===== config.mk =====
export PLATFORM = sky130hd
export DESIGN_NAME = lru_tag_store
export DESIGN_NICKNAME = d
export VERILOG_FILES = /design/src/hw/rtl/lts_pkg.sv /design/src/hw/rtl/lts_ctrl.sv /design/src/hw/rtl/lts_datapath.sv /design/src/hw/rtl/lru_tag_store.sv
export SDC_FILE = /design/constraint.sdc
export NUM_CORES = 2
export LEC_CHECK = 0
export BUFFER_PORTS_ARGS = -buffer_cell sky130_fd_sc_hd__buf_2
export CAP_MARGIN = 20
export CORE_MARGIN = 4
export CORE_UTILIZATION = 32
export DETAILED_ROUTE_END_ITERATION = 10
export SLEW_MARGIN = 20
export SYNTH_ARGS = -nofsm -noshare
export SYNTH_HDL_FRONTEND = slang
export SYNTH_HIERARCHICAL = 1
export SYNTH_SLANG_ARGS = --single-unit

===== constraint.sdc =====
create_clock -name clk -period 15.3 [get_ports clk]
set_input_delay 1.53 -clock clk [delete_from_list [all_inputs] [get_ports clk]]
set_output_delay 1.53 -clock clk [all_outputs]
set_load 0.005 [all_outputs]

===== src/hw/rtl/lts_pkg.sv =====
// Shared types and constants for the LRU tag store.
// Used by the controller, the datapath, the top level and the checker; depends on nothing.
`default_nettype none

package lts_pkg;

  // Fixed field widths of the request and result ports.
  localparam int KEY_PORT_W = 64;
  localparam int OBJ_W      = 20;
  localparam int SIZE_W     = 17;
  localparam int STAMP_W    = 32;
  localparam int WAY_OUT_W  = 4;

  // Request command codes.
  localparam logic CMD_LOOKUP = 1'b0;
  localparam logic CMD_FILL   = 1'b1;

  // Controller states.
  typedef enum logic [1:0] {
    S_IDLE,
    S_SCAN,
    S_DRAIN,
    S_COMMIT
  } state_t;

  // Commands from the controller to the datapath.
  typedef struct packed {
    logic capture;  // latch the request and rewind the scan index
    logic issue;    // read the entry at the scan index and advance
    logic commit;   // write back the entry and load the result register
  } ctrl_cmd_t;

  // Status from the datapath to the controller.
  typedef struct packed {
    logic scan_last;  // the scan index points at the last way
  } dp_status_t;

endpackage

`default_nettype wire


===== src/hw/rtl/lts_ctrl.sv =====
// Controller state machine of the LRU tag store.
// Depends on lts_pkg; drives the datapath through ctrl_cmd_t.
`default_nettype none

module lts_ctrl (
  input  wire               clk,
  input  wire               rst,
  input  wire               request_valid,
  output logic              request_stall,
  output logic              result_valid,
  input  wire               result_stall,
  input  lts_pkg::dp_status_t status,
  output lts_pkg::ctrl_cmd_t  cmd
);
  import lts_pkg::*;

  state_t state;
  state_t state_next;
  logic   result_free;

  // The result register can take a new result when it is empty or being drained.
  assign result_free = !result_valid || !result_stall;

  // State register.
  always_ff @(posedge clk) begin
    if (rst) begin
      state <= S_IDLE;
    end else begin
      state <= state_next;
    end
  end

  // Next state and datapath commands.
  always_comb begin
    state_next    = state;
    cmd           = '0;
    request_stall = 1'b1;
    unique case (state)
      S_IDLE: begin
        request_stall = 1'b0;
        if (request_valid) begin
          cmd.capture = 1'b1;
          state_next  = S_SCAN;
        end
      end
      S_SCAN: begin
        cmd.issue = 1'b1;
        if (status.scan_last) begin
          state_next = S_DRAIN;
        end
      end
      S_DRAIN: begin
        state_next = S_COMMIT;
      end
      S_COMMIT: begin
        if (result_free) begin
          cmd.commit = 1'b1;
          state_next = S_IDLE;
        end
      end
      default: begin
        state_next = S_IDLE;
      end
    endcase
  end

  // Result valid flag: set on commit, cleared when the result is taken.
  always_ff @(posedge clk) begin
    if (rst) begin
      result_valid <= 1'b0;
    end else if (cmd.commit) begin
      result_valid <= 1'b1;
    end else if (!result_stall) begin
      result_valid <= 1'b0;
    end
  end

endmodule

`default_nettype wire


===== src/hw/rtl/lts_datapath.sv =====
// Datapath of the LRU tag store: entry memories, valid bits, scan unit,
// use counter and result register. Depends on lts_pkg.
`default_nettype none

module lts_datapath #(
  parameter int WAYS       = 10,
  parameter int MAX_OBJECT = 102400,
  parameter int KEY_BITS   = 64
) (
  input  wire                               clk,
  input  wire                               rst,
  input  lts_pkg::ctrl_cmd_t                cmd,
  output lts_pkg::dp_status_t               status,
  input  wire                               command,
  input  wire [lts_pkg::KEY_PORT_W-1:0]     key_tag,
  input  wire [lts_pkg::OBJ_W-1:0]          object_size,
  output logic                              hit,
  output logic [lts_pkg::WAY_OUT_W-1:0]     way,
  output logic [lts_pkg::SIZE_W-1:0]        found_size,
  output logic                              stored
);
  import lts_pkg::*;

  localparam int IDX_W = $clog2(WAYS);

  // Latched request.
  logic                req_cmd;
  logic [KEY_BITS-1:0] req_key;
  logic [OBJ_W-1:0]    req_size;

  // Entry memories and valid bits.
  logic [KEY_BITS-1:0] key_mem   [WAYS];
  logic [SIZE_W-1:0]   size_mem  [WAYS];
  logic [STAMP_W-1:0]  stamp_mem [WAYS];
  logic [WAYS-1:0]     valid;

  // Scan read port.
  logic [IDX_W-1:0]    scan_idx;
  logic [IDX_W-1:0]    rd_idx;
  logic                rd_valid;
  logic                eval_en;
  logic [KEY_BITS-1:0] key_rd;
  logic [SIZE_W-1:0]   size_rd;
  logic [STAMP_W-1:0]  stamp_rd;

  // Scan results.
  logic                hit_found;
  logic [IDX_W-1:0]    hit_way;
  logic [SIZE_W-1:0]   hit_size;
  logic                found_empty;
  logic [IDX_W-1:0]    victim_way;
  logic [STAMP_W-1:0]  victim_stamp;

  logic [STAMP_W-1:0]  use_counter;

  // Combinational helpers.
  logic [SIZE_W-1:0]   size_eff;
  logic [STAMP_W-1:0]  stamp_eff;
  logic                first_way;
  logic                key_match;
  logic                way_empty;
  logic                size_ok;
  logic                do_fill;
  logic                do_touch;
  logic [IDX_W-1:0]    wr_way;
  logic [STAMP_W-1:0]  stamp_new;
  logic [IDX_W+WAY_OUT_W-1:0] result_way_ext;

  assign status.scan_last = (scan_idx == IDX_W'(WAYS - 1));

  // A never-written entry reads as empty with a zero stamp.
  assign size_eff  = rd_valid ? size_rd : '0;
  assign stamp_eff = rd_valid ? stamp_rd : '0;
  assign first_way = (rd_idx == '0);
  assign key_match = rd_valid && (key_rd == req_key);
  assign way_empty = (size_eff == '0);

  // Write-back decision.
  assign size_ok   = (req_size < OBJ_W'(MAX_OBJECT));
  assign do_fill   = (req_cmd == CMD_FILL) && size_ok;
  assign do_touch  = (req_cmd == CMD_LOOKUP) && hit_found;
  assign wr_way    = (req_cmd == CMD_FILL) ? victim_way : hit_way;
  assign stamp_new = use_counter + 1'b1;

  // Reported way is the entry index kept modulo sixteen, or zero on a lookup miss.
  always_comb begin
    if (req_cmd == CMD_FILL) begin
      result_way_ext = {{WAY_OUT_W{1'b0}}, victim_way};
    end else if (hit_found) begin
      result_way_ext = {{WAY_OUT_W{1'b0}}, hit_way};
    end else begin
      result_way_ext = '0;
    end
  end

  // Request capture.
  always_ff @(posedge clk) begin
    if (cmd.capture) begin
      req_cmd  <= command;
      req_key  <= key_tag[KEY_BITS-1:0];
      req_size <= object_size;
    end
  end

  // Scan index walks the ways one per cycle.
  always_ff @(posedge clk) begin
    if (cmd.capture) begin
      scan_idx <= '0;
    end else if (cmd.issue) begin
      scan_idx <= scan_idx + 1'b1;
    end
  end

  // Evaluation strobe is the issue command registered, so it follows each read in the next cycle.
  always_ff @(posedge clk) begin
    if (rst) begin
      eval_en <= 1'b0;
    end else begin
      eval_en <= cmd.issue;
    end
  end

  // Entry memories: one write port for commit, one registered read port for the scan.
  always_ff @(posedge clk) begin
    if (cmd.commit && do_fill) begin
      key_mem[wr_way]  <= req_key;
      size_mem[wr_way] <= req_size[SIZE_W-1:0];
    end
    if (cmd.commit && (do_fill || do_touch)) begin
      stamp_mem[wr_way] <= stamp_new;
    end
    if (cmd.issue) begin
      key_rd   <= key_mem[scan_idx];
      size_rd  <= size_mem[scan_idx];
      stamp_rd <= stamp_mem[scan_idx];
      rd_idx   <= scan_idx;
      rd_valid <= valid[scan_idx];
    end
  end

  // Valid bits are set by the first fill that writes an entry.
  always_ff @(posedge clk) begin
    if (rst) begin
      valid <= '0;
    end else if (cmd.commit && do_fill) begin
      valid[wr_way] <= 1'b1;
    end
  end

  // Global use counter advances on every hit and every stored fill.
  always_ff @(posedge clk) begin
    if (rst) begin
      use_counter <= '0;
    end else if (cmd.commit && (do_fill || do_touch)) begin
      use_counter <= stamp_new;
    end
  end

  // Per-entry evaluation: lowest matching way, and victim as the first
  // empty way or else the lowest stamp with ties to the lowest way.
  always_ff @(posedge clk) begin
    if (eval_en) begin
      if (first_way) begin
        hit_found    <= key_match;
        hit_way      <= rd_idx;
        hit_size     <= size_eff;
        found_empty  <= way_empty;
        victim_way   <= rd_idx;
        victim_stamp <= stamp_eff;
      end else begin
        if (!hit_found && key_match) begin
          hit_found <= 1'b1;
          hit_way   <= rd_idx;
          hit_size  <= size_eff;
        end
        if (!found_empty) begin
          if (way_empty) begin
            found_empty <= 1'b1;
            victim_way  <= rd_idx;
          end else if (stamp_eff < victim_stamp) begin
            victim_way   <= rd_idx;
            victim_stamp <= stamp_eff;
          end
        end
      end
    end
  end

  // Result register.
  always_ff @(posedge clk) begin
    if (cmd.commit) begin
      hit        <= do_touch;
      way        <= result_way_ext[WAY_OUT_W-1:0];
      found_size <= do_touch ? hit_size : '0;
      stored     <= do_fill;
    end
  end

endmodule

`default_nettype wire


===== src/hw/rtl/lru_tag_store.sv =====
// Top level of the LRU tag store: a fully associative tag store with
// timestamp replacement. Depends on lts_pkg, lts_ctrl and lts_datapath.
//
//   Channel   Handshake                      Payload
//   request   request_valid / request_stall  command, key_tag, object_size
//   result    result_valid / result_stall    hit, way, found_size, stored
//
// A request is taken in the idle state. The scan state then walks the entry memory
// through its single read port, the drain state evaluates the last entry and the
// commit state writes back and registers the result. A new request is taken while
// the previous result still waits; a stalled result holds the next write-back.
// Reset is synchronous and clears the valid bits, the use counter and the control state.
`default_nettype none

module lru_tag_store #(
  parameter int WAYS       = 10,
  parameter int MAX_OBJECT = 102400,
  parameter int KEY_BITS   = 64
) (
  input  wire                            clk,
  input  wire                            rst,
  input  wire                            request_valid,
  output logic                           request_stall,
  input  wire                            command,
  input  wire [lts_pkg::KEY_PORT_W-1:0]  key_tag,
  input  wire [lts_pkg::OBJ_W-1:0]       object_size,
  output logic                           result_valid,
  input  wire                            result_stall,
  output logic                           hit,
  output logic [lts_pkg::WAY_OUT_W-1:0]  way,
  output logic [lts_pkg::SIZE_W-1:0]     found_size,
  output logic                           stored
);
  import lts_pkg::*;

  ctrl_cmd_t  cmd;
  dp_status_t status;

  // Sequencer.
  lts_ctrl u_ctrl (
    .clk           (clk),
    .rst           (rst),
    .request_valid (request_valid),
    .request_stall (request_stall),
    .result_valid  (result_valid),
    .result_stall  (result_stall),
    .status        (status),
    .cmd           (cmd)
  );

  // Entry storage and scan.
  lts_datapath #(
    .WAYS       (WAYS),
    .MAX_OBJECT (MAX_OBJECT),
    .KEY_BITS   (KEY_BITS)
  ) u_datapath (
    .clk         (clk),
    .rst         (rst),
    .cmd         (cmd),
    .status      (status),
    .command     (command),
    .key_tag     (key_tag),
    .object_size (object_size),
    .hit         (hit),
    .way         (way),
    .found_size  (found_size),
    .stored      (stored)
  );

endmodule

`default_nettype wire


==> results.sh <==
export IMPL_synth_area_um2=56500
export IMPL_f_max_ghz=0.2225
export IMPL_drive_above_1_share=0.2105
export IMPL_timing_setup_tns_ps=0
export IMPL_synth_async_sr_flop_share=0
export IMPL_crit_path_max_fanout=50
export IMPL_timing_worst_slew_pin_value_ps=1135
export IMPL_cts_reportedPaths_clkPinSlew_ps=60
export IMPL_dpl_cell_count=5246
export IMPL_layout_cells_most_common="edfxtp_1"
export IMPL_leakage_nw=20.09
export IMPL_number_of_buffers_created_by_cts=147
export IMPL_worstSetupEndpointType="flip-flop"
export IMPL_clock_insertion_delay_worst_skew_ps=770
export IMPL_syn_num_nets=3022
export IMPL_die_h_um=428.2
export IMPL_post_drt_via_cell_ratio=4.848
export IMPL_start_util=0.3233
export IMPL_cts_tree="yes"
export IMPL_synth_top_flop_cell="edfxtp_1"
export IMPL_dp_slack_ps=10050
export IMPL_std_cell_rows=153
export IMPL_cts_hold_buffers_added=0
export IMPL_top_level_ports=114
export IMPL_hpwl_um=67920
export IMPL_power_mw=10.32
export IMPL_layout_cells_most_common_list="1,415 x edfxtp_1, 228 x mux4_2, 157 x clkbuf_16, 140 x a21oi_1, 130 x nor2b_1"
export IMPL_htree_levels=4
export IMPL_area_overhead_vs_synth_pct=15.31
export IMPL_maximum_count_of_clock_buffers_along_a_single_path=3
export IMPL_detailed_router_s_first_iteration_violation_count=2154
export IMPL_setup_repair_after_global_routing_missed_its_margin="false"
export IMPL_floorplan_core_area_um2=174800
export IMPL_clock_tree_root_cell="clkbuf_16"
export IMPL_worstReg2RegStart="u_datapath/req_size[14]"
export IMPL_drc=0
export IMPL_regToRegSetupSlack_ps=10800
export IMPL_final_max_slew_violation_count=0
export IMPL_cts_resized=0
export IMPL_crit_reg2reg_capture="u_datapath/key_mem[9][24]"
export IMPL_finish_net_count=3203
export IMPL_timing_hold_worst_path_depth=0
export IMPL_layout_cells_non_filler=5523
export IMPL_layout_min_cycle_time_ps=4495
export IMPL_number_of_antenna_violations_at_the_first_check_in_global_routing=4
export IMPL_grt_util_all_layers=0.1291
export IMPL_synth_seq_area_share=0.7698
export IMPL_slew_headroom=0.2434
export IMPL_holdCritPathClass="flip-flop to flip-flop"
export IMPL_arrival_ps=4870
export IMPL_fin_worst_skew_ps=25.53
export IMPL_ys_warn_count=6
export IMPL_synth_edff_count=1415
export IMPL_post_synth_cell_area_avg_um2=19.52
export IMPL_ant_nets=0
export IMPL_chipWidth_um=428.2
export IMPL_criticalPathCategory="flip-flop to flip-flop"
export IMPL_routabilityCongestion=0.7390
export IMPL_drv_max_cap_violation_count=0
export IMPL_grt_pass1_wl_um=180500
export IMPL_post_synth_inst_count=2894
export IMPL_worst_r2r_cell_count=5
export IMPL_finalWirelength_um=120300
export IMPL_timing_hold_worst_start="u_datapath/rd_idx[1]"
export IMPL_timing_hold_violations_final=0
export IMPL_portBuffers=113
export IMPL_finalSetupViolCount=0
export IMPL_detail_route_wl_per_cell_um=21.77
export IMPL_ys_types=66
export IMPL_yosys_register_bits=1465
export IMPL_first_global_vias=27570
export IMPL_cts_repair_timing_setup_buffer_count=0
export IMPL_grt_remaining_overflow=0
export IMPL_timing_hold_worst_endpoint="u_datapath/hit_way[1]"
export IMPL_grt_start_max_net_pins=103
export IMPL_worst_ir_drop_vdd_v=0.0001134
export IMPL_timing_final_crit_share=0.2938
export IMPL_clock_sinks=1465
export IMPL_detailroute_via_count=26770
export IMPL_outcome="finished clean"
export IMPL_floorplan_die_area_um2=183300
export IMPL_power_density_cell_area_nw_per_um2=158.4
export IMPL_drt_pass1_iterations=5
export IMPL_timing_final_ws_setup_ps=10800
export IMPL_setup_worst_path_start_class="flip-flop"
export IMPL_worst_endpoint_required_ps=15670
export IMPL_finalCoreUtilization=0.3727
-- layer usage --
layer,part of all wire,GRT usage,vias to the layer above,wire length [um]
met4,0.032,0.04771,0,3818
met2,0.49,0.2137,612,59440
met3,0.043,0.02185,191,5188
met5,0,0,-,0
met1,0.43,0.1714,13980,51810
li1,-,-,11990,-
-- through the flow --
stage,cell area [um^2],hold slack [ps]
2_1_floorplan,56500,406.4
3_3_place_gp,60000,449.2
3_5_place_dp,60010,465.5
4_1_cts,65030,477.1
5_1_grt,65150,500.5
6_report,65150,479.5
-- flip-flops by register name, summed over array words and instances (netlist names), 10 cells and up --
| signal | count |
|---|---|
| u_datapath/stamp_mem | 320 |
| u_datapath/stamp_rd | 32 |
| u_datapath/size_mem | 170 |
| u_datapath/req_key | 64 |
| u_datapath/found_size | 17 |
| u_datapath/key_mem | 640 |
| u_datapath/key_rd | 64 |
| u_datapath/size_rd | 17 |
| u_datapath/valid | 10 |
| u_datapath/req_size | 20 |
| u_datapath/use_counter | 32 |
| u_datapath/hit_size | 17 |
| u_datapath/victim_stamp | 32 |
-- cells in the mapped netlist, drive strengths merged, types with 6 or more instances --
| library cell | instances | area share |
|---|---|---|
| nand2b | 15 | 0.0017 |
| nor4 | 14 | 0.0021 |
| mux4 | 228 | 0.091 |
| nand3 | 26 | 0.0026 |
| nand4 | 24 | 0.0033 |
| or3 | 8 | 0.00089 |
| a211oi | 116 | 0.015 |
| nor2b | 131 | 0.015 |
| nor3 | 20 | 0.0018 |
| ha | 39 | 0.0086 |
| xor2 | 33 | 0.0051 |
| nor2 | 65 | 0.0043 |
| mux2 | 6 | 0.0012 |
| buf | 40 | 0.0035 |
| xnor2 | 57 | 0.0088 |
| a21oi | 140 | 0.012 |
| mux2i | 117 | 0.021 |
| edfxtp | 1415 | 0.75 |
| o21ai | 18 | 0.0016 |
| nand2 | 39 | 0.0027 |
| clkbuf | 100 | 0.0069 |
| and2 | 67 | 0.0074 |
| inv | 58 | 0.0039 |
| dfxtp | 50 | 0.018 |
| o31ai | 6 | 0.00080 |
| o21ba | 7 | 0.0012 |
-- where the power goes --
part / internal, mW / total, mW / switching (mW)
combinational: 0.713 / 1.52 / 0.810
sequential: 4.81 / 5.08 / 0.278
clock: 2.21 / 3.71 / 1.51
total: 7.73 / 10.3 / 2.59
-- worst max-delay path by stage --
stage                                 start                     endpoint
finish              u_datapath/req_size[14]    u_datapath/key_mem[9][24]
global route        u_datapath/req_size[14]    u_datapath/key_mem[8][39]
CTS                 u_datapath/req_size[14]  u_datapath/stamp_mem[2][18]
detailed placement             result_stall    u_datapath/key_mem[8][32]
global placement               result_stall    u_datapath/key_mem[8][32]
floorplan                      result_stall     u_datapath/key_mem[0][0]
-- cell families (layout without fill, tap and decap cells) --
logic type | after synthesis | in the layout | share of synthesized area
AND/OR/NAND/NOR | 428 | 428 | 0.04374
flip-flops | 1465 | 1465 | 0.7698
buffers and inverters | 199 | 502 | 0.01426
other | 0 | 1 | 0
multiplexers | 351 | 351 | 0.1128
AO/OA/AOI/OAI | 322 | 322 | 0.03681
XOR/XNOR | 90 | 90 | 0.01395
adder cells (fa/ha/maj) | 39 | 39 | 0.008637
-- worst max-delay path, stage by stage, from the launching register on --
cell	delay, ps
edfxtp_1	540
o311ai_0	950
nand3_1	370
nor3_2	860
buf_4	510
buf_4	790
-- area by class of cell --
class                   count  area (um^2)
fillers                 15820       109600
flip-flops and latches   1465        43510
multi-input cells        1230        12400
clock buffers             187         4061
well taps                2325         2909
repair buffers            172         1094
clock inverters            84        955.9
inverters                  59        221.5
diodes                      1        2.502
Power figures use the tool's default switching activity.
